--- src/design/chtrk_pkg.sv ---
`timescale 1ns / 1ps

package chtrk_pkg;

    // Angles are radians scaled by 2^12; pi rounded to nearest in those units
    localparam logic signed [17:0] PI_Q     = 18'sd12868;
    localparam logic signed [17:0] TWO_PI_Q = 18'sd25736;

    // Register indexes on the configuration port
    localparam logic [2:0] REG_DEADBAND      = 3'd0;
    localparam logic [2:0] REG_TRACK_STEP    = 3'd1;
    localparam logic [2:0] REG_SEARCH_STEP   = 3'd2;
    localparam logic [2:0] REG_CAM_GAIN      = 3'd3;
    localparam logic [2:0] REG_TIMEOUT_TICKS = 3'd4;
    localparam logic [2:0] REG_USE_RATE_MODE = 3'd5;

    // Reset values of the configuration registers
    localparam logic [9:0]         DEADBAND_RST      = 10'd100;
    localparam logic [13:0]        TRACK_STEP_RST    = 14'd45;
    localparam logic signed [14:0] SEARCH_STEP_RST   = 15'sd89;
    localparam logic [19:0]        CAM_GAIN_RST      = 20'd105414;
    localparam logic [15:0]        TIMEOUT_TICKS_RST = 16'd48;

    // Tick counter starts saturated so the block searches until the first face
    localparam logic [15:0] TICKS_RST = 16'hFFFF;

    // Rounding offset for the Q16 camera gain product
    localparam logic signed [31:0] Q16_HALF = 32'sd32768;

    typedef struct packed {
        logic [9:0]         deadband;
        logic [13:0]        track_step;
        logic signed [14:0] search_step;
        logic [19:0]        cam_gain;
        logic [15:0]        timeout_ticks;
        logic               use_rate_mode;
    } cfg_t;

    typedef struct packed {
        logic               kind;
        logic signed [10:0] lateral_offset;
        logic signed [14:0] current_yaw;
    } item_t;

    typedef struct packed {
        logic signed [14:0] heading_setpoint;
        logic               searching;
    } result_t;

    // Wrap an angle to [-pi, pi]; input magnitude stays below four pi.
    // Both +pi and -pi are kept as they are.
    function automatic logic signed [14:0] wrap_angle(input logic signed [17:0] v);
        logic signed [17:0] r;
        r = v;
        if (r >= TWO_PI_Q)
        begin
            r = r - TWO_PI_Q;
        end
        else if (r <= -TWO_PI_Q)
        begin
            r = r + TWO_PI_Q;
        end
        if (r > PI_Q)
        begin
            r = r - TWO_PI_Q;
        end
        else if (r < -PI_Q)
        begin
            r = r + TWO_PI_Q;
        end
        return r[14:0];
    endfunction

endpackage

--- src/design/camera_heading_tracker_unit.sv ---
`timescale 1ns / 1ps

// Channel   Direction  Payload
// s_axis    in         tdata: lateral_offset[10:0], current_yaw[25:11]; tuser: kind
// m_axis    out        tdata: heading_setpoint[14:0], searching[15]
// cfg       in         cfg_index selects register, cfg_data holds the value
//
// One request per cycle sustained while m_axis accepts; each request is registered, then
// computed combinationally (gain multiply, wrap, clamp, wrap) into the result register.
// Reset clears heading, offset and valid flags and starts the block in search.
// While m_axis stalls the result register holds and one request waits in the
// input register; s_axis_tready drops only when both are full.

module camera_heading_tracker_unit
    import chtrk_pkg::*;
(
    input  logic        clk,
    input  logic        rst_n,
    input  logic        s_axis_tvalid,
    output logic        s_axis_tready,
    input  logic [31:0] s_axis_tdata,   // lateral_offset[10:0], current_yaw[25:11], zero fill
    input  logic        s_axis_tuser,   // kind
    output logic        m_axis_tvalid,
    input  logic        m_axis_tready,
    output logic [15:0] m_axis_tdata,   // heading_setpoint[14:0], searching[15]
    input  logic        cfg_we,
    input  logic [2:0]  cfg_index,
    input  logic [19:0] cfg_data
);

    cfg_t    cfg;
    item_t   item_reg;
    logic    in_valid_reg;
    logic    out_valid_reg;
    result_t out_reg;
    result_t result;
    logic    out_free;
    logic    fire;

    assign out_free      = !out_valid_reg || m_axis_tready;
    assign fire          = in_valid_reg && out_free;
    assign s_axis_tready = !in_valid_reg || out_free;

    chtrk_cfg u_cfg (
        .clk       (clk),
        .rst_n     (rst_n),
        .cfg_we    (cfg_we),
        .cfg_index (cfg_index),
        .cfg_data  (cfg_data),
        .cfg       (cfg)
    );

    chtrk_core u_core (
        .clk    (clk),
        .rst_n  (rst_n),
        .cfg    (cfg),
        .item   (item_reg),
        .fire   (fire),
        .result (result)
    );

    always_ff @(posedge clk or negedge rst_n)
    begin
        if (!rst_n)
        begin
            in_valid_reg  <= 1'b0;
            out_valid_reg <= 1'b0;
        end
        else
        begin
            if (s_axis_tready)
            begin
                in_valid_reg <= s_axis_tvalid;
            end
            if (out_free)
            begin
                out_valid_reg <= in_valid_reg;
            end
        end
    end

    // payload registers
    always_ff @(posedge clk)
    begin
        if (s_axis_tready && s_axis_tvalid)
        begin
            item_reg.kind           <= s_axis_tuser;
            item_reg.lateral_offset <= $signed(s_axis_tdata[10:0]);
            item_reg.current_yaw    <= $signed(s_axis_tdata[25:11]);
        end
        if (fire)
        begin
            out_reg <= result;
        end
    end

    assign m_axis_tvalid = out_valid_reg;
    assign m_axis_tdata  = {out_reg.searching, out_reg.heading_setpoint};

endmodule

--- src/design/chtrk_cfg.sv ---
`timescale 1ns / 1ps

module chtrk_cfg
    import chtrk_pkg::*;
(
    input  logic        clk,
    input  logic        rst_n,
    input  logic        cfg_we,
    input  logic [2:0]  cfg_index,
    input  logic [19:0] cfg_data,
    output cfg_t        cfg
);

    cfg_t cfg_reg;
    cfg_t cfg_next;

    always_comb
    begin
        cfg_next = cfg_reg;
        if (cfg_we)
        begin
            unique case (cfg_index)
                REG_DEADBAND:      cfg_next.deadband      = cfg_data[9:0];
                REG_TRACK_STEP:    cfg_next.track_step    = cfg_data[13:0];
                REG_SEARCH_STEP:   cfg_next.search_step   = $signed(cfg_data[14:0]);
                REG_CAM_GAIN:      cfg_next.cam_gain      = cfg_data;
                REG_TIMEOUT_TICKS: cfg_next.timeout_ticks = cfg_data[15:0];
                REG_USE_RATE_MODE: cfg_next.use_rate_mode = cfg_data[0];
                default:           cfg_next = cfg_reg;
            endcase
        end
    end

    always_ff @(posedge clk or negedge rst_n)
    begin
        if (!rst_n)
        begin
            cfg_reg.deadband      <= DEADBAND_RST;
            cfg_reg.track_step    <= TRACK_STEP_RST;
            cfg_reg.search_step   <= SEARCH_STEP_RST;
            cfg_reg.cam_gain      <= CAM_GAIN_RST;
            cfg_reg.timeout_ticks <= TIMEOUT_TICKS_RST;
            cfg_reg.use_rate_mode <= 1'b0;
        end
        else
        begin
            cfg_reg <= cfg_next;
        end
    end

    assign cfg = cfg_reg;

endmodule

--- src/design/chtrk_core.sv ---
`timescale 1ns / 1ps

module chtrk_core
    import chtrk_pkg::*;
(
    input  logic    clk,
    input  logic    rst_n,
    input  cfg_t    cfg,
    input  item_t   item,
    input  logic    fire,
    output result_t result
);

    logic signed [14:0] heading_reg;
    logic signed [14:0] heading_next;
    logic [15:0]        ticks_reg;
    logic [15:0]        ticks_next;
    logic signed [10:0] face_offset_reg;
    logic signed [10:0] face_offset_next;

    logic signed [31:0] cam_prod;
    logic signed [31:0] cam_rnd;
    logic signed [17:0] cam_angle;
    logic signed [17:0] target_diff;
    logic signed [17:0] diff_wrapped;
    logic signed [17:0] lim;
    logic signed [17:0] track_clamped;
    logic signed [11:0] offset_ext;
    logic signed [11:0] deadband_ext;
    logic signed [17:0] step;
    logic               tracking;
    logic               searching;

    always_comb
    begin
        // camera angle: round(gain * offset / 2^16), ties toward plus infinity
        cam_prod  = $signed({1'b0, cfg.cam_gain}) * face_offset_reg;
        cam_rnd   = cam_prod + Q16_HALF;
        cam_angle = {{2{cam_rnd[31]}}, cam_rnd[31:16]};

        target_diff  = {{3{item.current_yaw[14]}}, item.current_yaw} + cam_angle
                       - {{3{heading_reg[14]}}, heading_reg};
        diff_wrapped = 18'(wrap_angle(target_diff));

        lim = {4'd0, cfg.track_step};
        priority if (diff_wrapped > lim)
        begin
            track_clamped = lim;
        end
        else if (diff_wrapped < -lim)
        begin
            track_clamped = -lim;
        end
        else
        begin
            track_clamped = diff_wrapped;
        end

        offset_ext   = {face_offset_reg[10], face_offset_reg};
        deadband_ext = {2'd0, cfg.deadband};

        tracking = (ticks_reg < cfg.timeout_ticks);

        priority if (!tracking)
        begin
            step = {{3{cfg.search_step[14]}}, cfg.search_step};
        end
        else if (!cfg.use_rate_mode)
        begin
            step = track_clamped;
        end
        else if (offset_ext > deadband_ext)
        begin
            step = lim;
        end
        else if (offset_ext < -deadband_ext)
        begin
            step = -lim;
        end
        else
        begin
            step = 18'sd0;
        end

        heading_next     = heading_reg;
        ticks_next       = ticks_reg;
        face_offset_next = face_offset_reg;
        if (item.kind)
        begin
            // detection: latch the face offset, hold heading, restart the timeout
            face_offset_next = item.lateral_offset;
            ticks_next       = 16'd0;
            searching        = (cfg.timeout_ticks == 16'd0);
        end
        else
        begin
            heading_next = wrap_angle({{3{heading_reg[14]}}, heading_reg} + step);
            if (tracking)
            begin
                ticks_next = ticks_reg + 16'd1;
            end
            searching = !tracking;
        end
    end

    always_ff @(posedge clk or negedge rst_n)
    begin
        if (!rst_n)
        begin
            heading_reg     <= 15'sd0;
            ticks_reg       <= TICKS_RST;
            face_offset_reg <= 11'sd0;
        end
        else if (fire)
        begin
            heading_reg     <= heading_next;
            ticks_reg       <= ticks_next;
            face_offset_reg <= face_offset_next;
        end
    end

    assign result.heading_setpoint = heading_next;
    assign result.searching        = searching;

endmodule
--- config.mk ---
export PLATFORM = sky130hd
export DESIGN_NAME = camera_heading_tracker_unit
export DESIGN_NICKNAME = d
export VERILOG_FILES = /design/src/design/chtrk_pkg.sv /design/src/design/camera_heading_tracker_unit.sv /design/src/design/chtrk_cfg.sv /design/src/design/chtrk_core.sv
export SDC_FILE = /design/constraint.sdc
export NUM_CORES = 1
export LEC_CHECK = 0
export CORE_MARGIN = 10
export CORE_UTILIZATION = 45
export DETAILED_ROUTE_END_ITERATION = 8
export DONT_BUFFER_PORTS = 1
export PLACE_DENSITY = 0.66
export REMOVE_ABC_BUFFERS = 1
export SLEW_MARGIN = 5
export SYNTH_ARGS = -nofsm -noshare
export SYNTH_HDL_FRONTEND = slang
export SYNTH_HIERARCHICAL = 1
export SYNTH_SLANG_ARGS = --single-unit
--- constraint.sdc ---
create_clock -name clk -period 50.6 [get_ports clk]
set_input_delay 2.53 -clock clk [delete_from_list [all_inputs] [get_ports clk]]
set_output_delay 2.53 -clock clk [all_outputs]
set_load 0.005 [all_outputs]
### Word level (Yosys, flattened, before mapping)

Index checks and enable logic that the tools add are counted.

* output and inout bits: 18
* register bits: 163
* bits in latches: 0
* ROM bits: 0
* memory bits (writable): 0
* memories kept: 0
* bits of input ports: 61
* word-level logic and storage cells: 87

* magnitude comparators: 13
* reductions and logical operators: 18
* $mul: 1
* shifts and indexed selects: 0
* bitwise gates (word level): 0
* div/mod/pow operators: 0
* equality and inequality tests: 5
* add/sub/neg operators: 15
* muxes and demuxes: 19

Operator list (number)
* 18-bit 2-to-1 mux: 11
* 15-bit 2-to-1 mux: 5
* 18-bit by 16-bit adder with 18-bit output (second input constant): 2
* 18-bit by 16-bit >= comparator with 1-bit output (second input constant): 2
* 18-bit by 15-bit greater-than comparator with 1-bit output (second input constant): 2
* 18-bit by 16-bit <= comparator with 1-bit output (second input constant): 2
* 18-bit by 15-bit less-than comparator with 1-bit output (second input constant): 2
* 18-bit by 16-bit subtractor with 18-bit output (second input constant): 2
* 32-bit by 17-bit adder with 32-bit output (second input constant): 1
* 21-bit by 11-bit multiplier with 32-bit output: 1
* 16-bit 2-to-1 mux: 2
* 15-bit by 14-bit adder with 15-bit output (second input constant): 2
* 15-bit by 14-bit subtractor with 15-bit output (second input constant): 2
* 18-bit adder: 1
* 15-bit by 18-bit less-than comparator with 1-bit output: 1
* 14-bit negator with 18-bit output: 1
* 18-bit subtractor: 1
* 15-bit by 16-bit adder with 17-bit output: 1
* 16-bit by 1-bit adder with 16-bit output (second input constant): 1
* 16-bit logical NOT: 1
* 16-bit less-than comparator: 1
* 2-bit AND reduction: 8
* 15-bit greater-than comparator: 1
* 11-bit by 12-bit less-than comparator with 1-bit output: 1
* 11 further kinds: 17

### Logic depth before layout (Yosys ltp)

Gate-level depths: netlist (run 1).

* word-level depth: 24
* depth in mapped cells: 104
* gate-level depth less buffers: 97

### Cells and area by module

The synthesis (run 1) kept the hierarchy.

Modules (own cells, without submodules)
* chtrk_core: instances 1, area an instance 16737.3 um^2, sequential area each 1071.0 um^2, cells an instance 2148
* chtrk_cfg: instances 1, area an instance 3059.2 um^2, sequential area each 1930.6 um^2, cells an instance 167
* camera_heading_tracker_unit: instances 1, area an instance 1395.1 um^2, sequential area each 1341.3 um^2, cells an instance 51

### Worst setup path before layout (run 1)

OpenSTA, ideal clock, no wires.

* kind: register to register
* start: reg u_cfg.cfg_reg, in the netlist u_cfg/cfg[19]
* end: reg out_reg, in the netlist m_axis_tdata[4] (data pin)
* slack: 31.078 ns
* path buffers: 4
* clock period less this slack: 19.522 ns
* library setup time: 0.260 ns
* arrival time: 19.262 ns
* required time: 50.340 ns
* stages on the path, launching flop included: 98
* cell sequence: dfstp_2 > clkbuf_1 > nand2_1 > fa_1 > inv_1 > ha_1 > ha_1 > inv_1 > fa_1 > fa_1 > inv_1 > ha_1 > a21o_1 > a21o_1 > a21o_1 > a21o_1 > a21o_1 > a21o_1 > (+62 left out) > nor2_1 > xnor2_1 > a21oi_1 > nand2b_1 > a41o_1 > a311o_1 > clkbuf_1 > nand2_1 > a22oi_1 > or3_1 > buf_2 > inv_1 > nand4b_1 > a311o_1 > a41oi_2 > nand2_1 > a32o_1 > mux2_2

RTL lines
* start, declared: RTL line chtrk_cfg.sv:14 `cfg_t cfg_reg;`
* start signal, assigned: RTL line chtrk_cfg.sv:47 `cfg_reg <= cfg_next;`
* end signal, assigned: RTL line camera_heading_tracker_unit.sv:93 `out_reg <= result;`
* end, declared: RTL line camera_heading_tracker_unit.sv:35 `result_t out_reg;`

==> reports/metrics.cfg, run 1 <==
[synth]
ys_seq_elements = 163
synth_warnings = 6
synth_top_area_share_pct = 16.7
netlist_area_um2 = 21200
synth_area_leaders = fa_1, ha_1, dfrtp_1, edfxtp_1, inv_1
async_flop_share_pct = 73.6
synth_edf_count = 43
synth_area_leader_cell = fa_1
syn_inst = 2366
seq_area_frac_synth_pct = 20.5
synth_flop_cell = dfrtp_1
netlist-cell-type-count = 99
syn_area_per_cell_um2 = 8.96

[global_routing]
track_usage_pct = 20.5
grt.overflow.total = 0
grt_pass1_wl_um = 93100
grt_antenna_before_repair = 5
grt_max_degree = 121
grt_pass1_vias = 17200

[setup_path]
startpoint_type = flip-flop
crit_arrival_ps = 24480
rrSetupSlack_ps = 26360
crit_fanout = 28
crit_required_ps = 50840
crit_top_cell = a21oi_1
cp_slowest_stage_delay_ps = 1050
slowest_stage = dfrtp_1
cp-end-kind = flip-flop
crit_type = reg -> reg

[routing]
drc = 0
drt-pass1-iter-count = 5
dr_total_vias = 16900
wl_per_cell_um = 19.5
vias_per_cell = 5.78
ant_nets = 0
drt_wl_total_um = 57100
dr.first_iter.drc_count = 1296

[layout]
synthToLayoutAreaGrowth_pct = 4.73
n_fill_cell = 4376
fin_nets = 2741
largest_register_ffs = 76
final_cell_mix = inv_1, nand2_1, ha_1, fa_1, nor2_1
drive_above_1_share_pct = 9.34
final_common_cell = inv_1

[clock_network]
clock_path_buffers = 2
clock_sinks = 163
numCtsBuffers = 17
hold_buffers = 0
clk_latency_ps = 490
cts_tree = done
cts-root-buf = clkbuf_16
cts.clk_slew.worst_paths_ps = 80
postCtsSetupRepairBufs = 0
cts_resized = 0
htreeDepth = 4

[sta]
setup_ws_ps = 26360
setup_viol = 0
finalCriticalPeriod_ps = 24240
min_period_over_period_pct = 47.9
worstMarginPinSlew_ps = 1230
skew_ps = 18.9
fmax_ghz = 0.0413
relSlewSlack_pct = 17.7
maxSlewViolCount = 0
setup_tns_ps = 0
grt_setup_unrepaired = no
final-hold-violation-count = 0

[floorplanning]
start_util_pct = 45.5
rows = 79
die_area_um2 = 56200
die_x_um = 237
die_h_um = 237
num_io_pins = 79
coreArea_um2 = 46600

[outcome]
status = completed

[placed_design]
pre_cts_ws_ps = 26740
dp_hpwl_um = 44400
portBuffers = 0
gp_congestion = 0.901

[run]
max-cap-violations = 0

[min_path]
min_path_type = reg -> reg

[worst paths after layout]
kind,start,endpoint,cells after the start
worst max register to register,u_core/face_offset_reg[4],m_axis_tdata[3],91
worst min register to register,item_reg[25],u_core/face_offset_reg[10],2
min in group asynchronous,rst_n,u_cfg/cfg[75],0
max in group asynchronous,rst_n,u_cfg/cfg[29],0
worst min-delay path,item_reg[25],u_core/face_offset_reg[10],2
worst max-delay path,u_core/face_offset_reg[4],m_axis_tdata[3],91
[cell type report]
| cell class | instances | area, um^2 | area share (%) |
|---|---|---|---|
| Inverter | 299 | 1120 | 5.06 |
| Antenna cell | 2 | 5.00 | 0.0226 |
| Clock buffer | 18 | 429 | 1.93 |
| Clock inverter | 14 | 156 | 0.705 |
| Sequential cell | 163 | 4340 | 19.6 |
| Timing Repair Buffer | 10 | 75.1 | 0.338 |
| Multi-Input combinational cell | 1809 | 15300 | 69.0 |
| Tap cell | 607 | 759 | 3.42 |
[critical path: cells and delay by family, from the launching register on]
kind | cells | cell delay (ps)
and+or+nand+nor | 20 | 3630
buffers and inverters | 6 | 800
muxes | 1 | 300
AOI/OAI and AO/OA | 47 | 11530
adders and majority gates | 10 | 4330
xor gates and xnor gates | 7 | 2270
DFF | 1 | 1050
[stage by stage]
step,hold slack (ps),cell area [um^2],util (%),cells
after floorplan,426,20700,-,2271
after global placement,461,21600,46.4,2888
after detailed placement,463,21600,46.4,2888
after CTS,476,22200,47.7,2920
after global routing,494,22200,47.7,2920
final,479,22200,47.7,2922
[logic make-up after synthesis]
family,share of synthesized area [%]
mux,6.47
simple gates,17.7
buf+inv,7.39
flops,20.5
fa+ha+maj,28.7
compound gates,14.7
xor+xnor,4.50
[cell usage after synthesis, types with 15 or more instances]
master,count
a211oi_1,22
a21o_1,37
a21oi_1,97
a31oi_1,15
and2_1,88
and3_1,26
clkbuf_1,72
dfrtp_1,81
dfstp_2,39
edfxtp_1,43
fa_1,177
ha_1,203
inv_1,296
mux2_2,67
mux2_4,31
mux2i_1,15
nand2_1,259
nand2b_1,35
nand3_1,40
nand4_1,16
nor2_1,115
nor2b_1,22
nor3_1,58
nor4_1,18
o211ai_1,15
o21a_1,29
o21ai_0,84
o21ai_1,19
o22ai_1,18
or3_1,24
xnor2_1,71
xor2_1,33
[per-layer routing]
metal | share of wire (%) | global-route usage (%) | vias to the layer above | wire length, um
li1 | - | - | 7976 | -
met1 | 44 | 26.0 | 8420 | 25000
met2 | 49 | 34.4 | 437 | 27800
met3 | 5.0 | 3.59 | 66 | 2830
met4 | 2.7 | 6.95 | 0 | 1520
met5 | 0 | 0 | - | 0
Power of run 1 is left out: the tool's default activity adds up to more than one toggle a clock period on the data nets, which glitch-free logic cannot reach.
==> run 2, diff against run 1 <==
--- a/config.mk
+++ b/config.mk
@@ -9,7 +9,7 @@
 export CORE_UTILIZATION = 45
 export DETAILED_ROUTE_END_ITERATION = 8
 export DONT_BUFFER_PORTS = 1
-export PLACE_DENSITY = 0.66
+export PLACE_DENSITY = 0.68
 export REMOVE_ABC_BUFFERS = 1
 export SLEW_MARGIN = 5
 export SYNTH_ARGS = -nofsm -noshare
==> constraint.sdc (replaced) <==
create_clock -name clk -period 19.4 [get_ports clk]
set_input_delay 0.97 -clock clk [delete_from_list [all_inputs] [get_ports clk]]
set_output_delay 0.97 -clock clk [all_outputs]
set_load 0.005 [all_outputs]
==> run 2 against run 1 <==
Against the previous run: the run now ends with negative setup slack left; worst setup slack got worse by 26000 ps; non-clock buffer count up 444; critical path type unchanged; critical endpoint is now m_axis_tdata[13]; hold slack worse by 300 ps; first-iteration DRC count rose by 3.7%.
==> reports/metrics.cfg, run 2 (same netlist as run 1, synthesis figures left out) <==
[outcome]
status = complete, but fails checks
violations = negative setup slack

[floorplanning]
die_x_um = 237
die_h_um = 237
start_util_pct = 45.5
rows = 79
num_io_pins = 79
coreArea_um2 = 46600
die_area_um2 = 56200

[global_routing]
track_usage_pct = 21.7
grt_pass1_wl_um = 98900
grt_antenna_before_repair = 5
grt.overflow.total = 0
grt_max_degree = 121
grt_pass1_vias = 18800

[clock_network]
cts.clk_slew.worst_paths_ps = 70
htreeDepth = 4
cts_tree = done
clock_sinks = 163
clk_latency_ps = 480
clock_path_buffers = 2
numCtsBuffers = 17
cts-root-buf = clkbuf_16

[routing]
ant_nets = 0
drt-pass1-iter-count = 5
drt_wl_total_um = 62400
vias_per_cell = 5.52
dr_total_vias = 18600
wl_per_cell_um = 18.5
drc = 0
dr.first_iter.drc_count = 1344

[setup_path]
startpoint_type = flip-flop
crit_top_cell = a21oi_2
cp-end-kind = flip-flop
crit_type = reg -> reg
slowest_stage = fa_1
cp_slowest_stage_delay_ps = 520
crit_required_ps = 19620
reg2reg_from = u_core/face_offset_reg[3]
crit_arrival_ps = 19650
crit_fanout = 15
r2r-end = m_axis_tdata[13]
crit_family = compound AO/OA/AOI/OAI gates
r2r_cells = 96
rrSetupSlack_ps = -30
cp.buffers_inverters = 14

[sta]
setup_tns_ps = -33.0
setup_viol = 1
fmax_ghz = 0.0515
min_period_over_period_pct = 100
skew_ps = 7.74
final-hold-violation-count = 0
setup_ws_ps = -33.0
worstMarginPinSlew_ps = 1180
maxSlewViolCount = 0
grt_setup_unrepaired = yes
relSlewSlack_pct = 20.9
finalCriticalPeriod_ps = 19430

[layout]
n_fill_cell = 3965
largest_register_ffs = 76
synthToLayoutAreaGrowth_pct = 26.7
fin_nets = 3185
drive_above_1_share_pct = 30.5
final_cell_mix = buf_4, inv_1, nand2_1, ha_1, fa_1
final_common_cell = buf_4
final_core_util_pct = 57.7

[placed_design]
dp_hpwl_um = 48900
gp_congestion = 0.913
portBuffers = 0

[run]
max-cap-violations = 0

[min_path]
min_path_type = in -> async

==> run 2: how the worst max path moves through the flow <==
stage	cells after the start	endpoint	slack [ps]	start
after floorplan	93	m_axis_tdata[4]	-1050	u_core/face_offset_reg[4]
after global placement	94	m_axis_tdata[4]	-730	u_cfg/cfg[20]
after detailed placement	95	m_axis_tdata[4]	-1060	u_cfg/cfg[20]
after CTS	97	m_axis_tdata[4]	5	u_cfg/cfg[19]
after global routing	97	m_axis_tdata[14]	-900	u_core/face_offset_reg[3]
final	96	m_axis_tdata[13]	-30	u_core/face_offset_reg[3]
==> run 2: worst reg2reg max path: cells and delay by family (launching register included) <==
kind / cells / cell delay, ps
flops: 1 / 460
compound gates: 51 / 9000
buf+inv: 14 / 1920
fa+ha+maj: 11 / 4430
simple gates: 15 / 2280
xor+xnor: 5 / 1100
==> run 2: what timing repair did <==
action,in CTS,in global routing
gates resized for setup,94,176
hold buffers,0,0
endpoints found under the setup margin,24,24
cloned,1,3
pin swaps,79,126
buffers inserted,35,31
==> run 2: per-layer routing <==
metal / wire length (um) / track usage, %
met5: 27 / 0
met4: 2110 / 8.26
met2: 29900 / 35.7
met3: 2990 / 3.75
met1: 27300 / 27.9
==> run 2: area by class of cell <==
cell class / instances / area [um^2] / area share [%]
sequential: 163 / 4350 / 16.2
multi-input combinational: 1809 / 16500 / 61.3
timing repair buffer: 454 / 3570 / 13.3
tap: 607 / 759 / 2.83
inverter: 299 / 1120 / 4.18
clock buffer: 24 / 493 / 1.84
clock inverter: 8 / 91.3 / 0.340
antenna: 1 / 2.50 / 0.00932
==> run 2: metrics by stage <==
stage	setup WS, ps	cells	hold slack, ps	cell area (um^2)
floorplan	-1050	2271	426	20700
global placement	-733	3268	464	24500
detailed placement	-1060	3268	464	24500
CTS	5.28	3333	157	25700
global route	-901	3364	158	26800
finish	-33.0	3365	182	26800
Power of run 2 is left out for the same reason.
==> run 3, diff against run 2 <==
--- a/config.mk
+++ b/config.mk
@@ -5,14 +5,16 @@
 export SDC_FILE = /design/constraint.sdc
 export NUM_CORES = 1
 export LEC_CHECK = 0
+export CAP_MARGIN = 20
 export CORE_MARGIN = 10
-export CORE_UTILIZATION = 45
+export CORE_UTILIZATION = 31
 export DETAILED_ROUTE_END_ITERATION = 8
 export DONT_BUFFER_PORTS = 1
-export PLACE_DENSITY = 0.68
+export PLACE_DENSITY = 0.52
 export REMOVE_ABC_BUFFERS = 1
 export SLEW_MARGIN = 5
 export SYNTH_ARGS = -nofsm -noshare
 export SYNTH_HDL_FRONTEND = slang
 export SYNTH_HIERARCHICAL = 1
 export SYNTH_SLANG_ARGS = --single-unit
+export TNS_END_PERCENT = 30
==> run 3 against run 2 <==
Against the previous run: non-clock buffer count rose by 34; fmax is 0.67% higher; worst setup slack improved by 130 ps; count of clock-buffer cells in the layout fell by 7; register-to-register slack gained 130 ps; global-route usage shrank 5.5 points; sequential share of layout area decreased by 0.52 points; the flow now finishes without violations; clock skew increased by 22 ps; final area rose by 3.3%; critical path type unchanged; routed wire length up 5.3%.
==> reports/metrics.cfg, run 3 (same netlist as run 1, synthesis figures left out) <==
[clock_network]
cts-root-buf = clkbuf_16
numCtsBuffers = 17
clock_sinks = 163
cts_tree = done
cts.clk_slew.worst_paths_ps = 90
clock_path_buffers = 2
htreeDepth = 4
clk_latency_ps = 490
hold_buffers = 0

[global_routing]
use_met2_pct = 27.5
grt-busiest-layer = met2
track_usage_pct = 16.2
met1_usage_pct = 21.1
grt_pass1_vias = 18900
grt_max_degree = 121
grt_pass1_wl_um = 102000
grt_antenna_before_repair = 9
met3_usage_pct = 2.65
grt.overflow.total = 0

[routing]
drt_wl_total_um = 65600
vias_per_cell = 5.07
dr_total_vias = 18600
dr.first_iter.drc_count = 908
drt-pass1-iter-count = 5
ant_nets = 0
drc = 0
wl_per_cell_um = 17.9

[floorplanning]
die_h_um = 281
die_x_um = 281
num_io_pins = 79
rows = 95
coreArea_um2 = 67500
die_area_um2 = 79200
start_util_pct = 31.4

[layout]
fin_nets = 3219
final_cell_area_um2 = 27700
n_antenna_cell = 0
drive_above_1_share_pct = 32.5
final_core_util_pct = 41.1
final_common_cell = buf_4
synthToLayoutAreaGrowth_pct = 30.9
largest_register_ffs = 76
final_cell_mix = buf_4, inv_1, nand2_1, ha_1, fa_1

[setup_path]
rrSetupSlack_ps = 100
startpoint_type = flip-flop
cp_slowest_stage_delay_ps = 600
crit_required_ps = 19650
cp-end-kind = flip-flop
crit_fanout = 7
crit_arrival_ps = 19550
crit_top_cell = a21o_1
crit_type = reg -> reg
slowest_stage = dfstp_2

[run]
max-cap-violations = 0

[sta]
setup_viol = 0
worstMarginPinSlew_ps = 1130
skew_ps = 29.5
setup_tns_ps = 0
grt_setup_unrepaired = yes
finalCriticalPeriod_ps = 19300
maxSlewViolCount = 0
fmax_ghz = 0.0518
relSlewSlack_pct = 23.9
min_period_over_period_pct = 99.5
final-hold-violation-count = 0

[outcome]
status = completed

[placed_design]
gp_congestion = 0.916
portBuffers = 0
placed_area_um2 = 25000
dp_hpwl_um = 52100

[min_path]
min_path_type = in -> async

-- run 3: critical path: cells and delay by family, from the launching register on --
kind,cells,cell delay (ps)
mux,1,270
buf+inv,15,1840
flops,1,600
compound gates,53,9110
xor+xnor,5,980
fa+ha+maj,10,3840
simple gates,16,2360
-- run 3: repair_timing --
item	4_1_cts	5_1_grt
pin swaps	37	135
endpoints found under the setup margin	24	24
gates cloned	0	3
gates resized for setup	85	245
setup buffers	14	53
-- run 3: worst paths after layout --
path	from	end	depth (start not counted)
worst min-delay path	rst_n	u_core/heading_reg[13]	0
worst max-delay path	u_cfg/cfg[19]	m_axis_tdata[4]	100
worst max register to register	u_cfg/cfg[19]	m_axis_tdata[4]	100
min in group clk	item_reg[25]	u_core/face_offset_reg[10]	2
worst min register to register	item_reg[25]	u_core/face_offset_reg[10]	2
max in group asynchronous	rst_n	u_cfg/cfg[29]	0
-- run 3: area by class of cell --
class / instances / area, um^2
timing repair buffer: 488 / 3870
multi-input combinational: 1809 / 16700
tap: 873 / 1090
clock inverter: 15 / 166
clock buffer: 17 / 425
sequential: 163 / 4350
fill: 6673 / 39800
inverter: 299 / 1120
-- run 3: metal layers --
| metal | vias to the layer above | share of wire (%) | wire length [um] |
|---|---|---|---|
| met4 | 4 | 1.9 | 1220 |
| met3 | 60 | 4.2 | 2750 |
| li1 | 8919 | - | - |
| met5 | - | 0.037 | 24 |
| met1 | 9274 | 45 | 29700 |
| met2 | 319 | 49 | 31900 |
-- run 3: through the flow --
step           std cells  setup slack [ps]  hold WS [ps]
5_1_grt             3664              -847           144
3_5_place_dp        3564             -1240           445
6_report            3664              95.6           187
2_1_floorplan       2271             -1050           426
3_3_place_gp        3564             -1000           454
4_1_cts             3610              5.74           131
Power of run 3 is left out for the same reason.
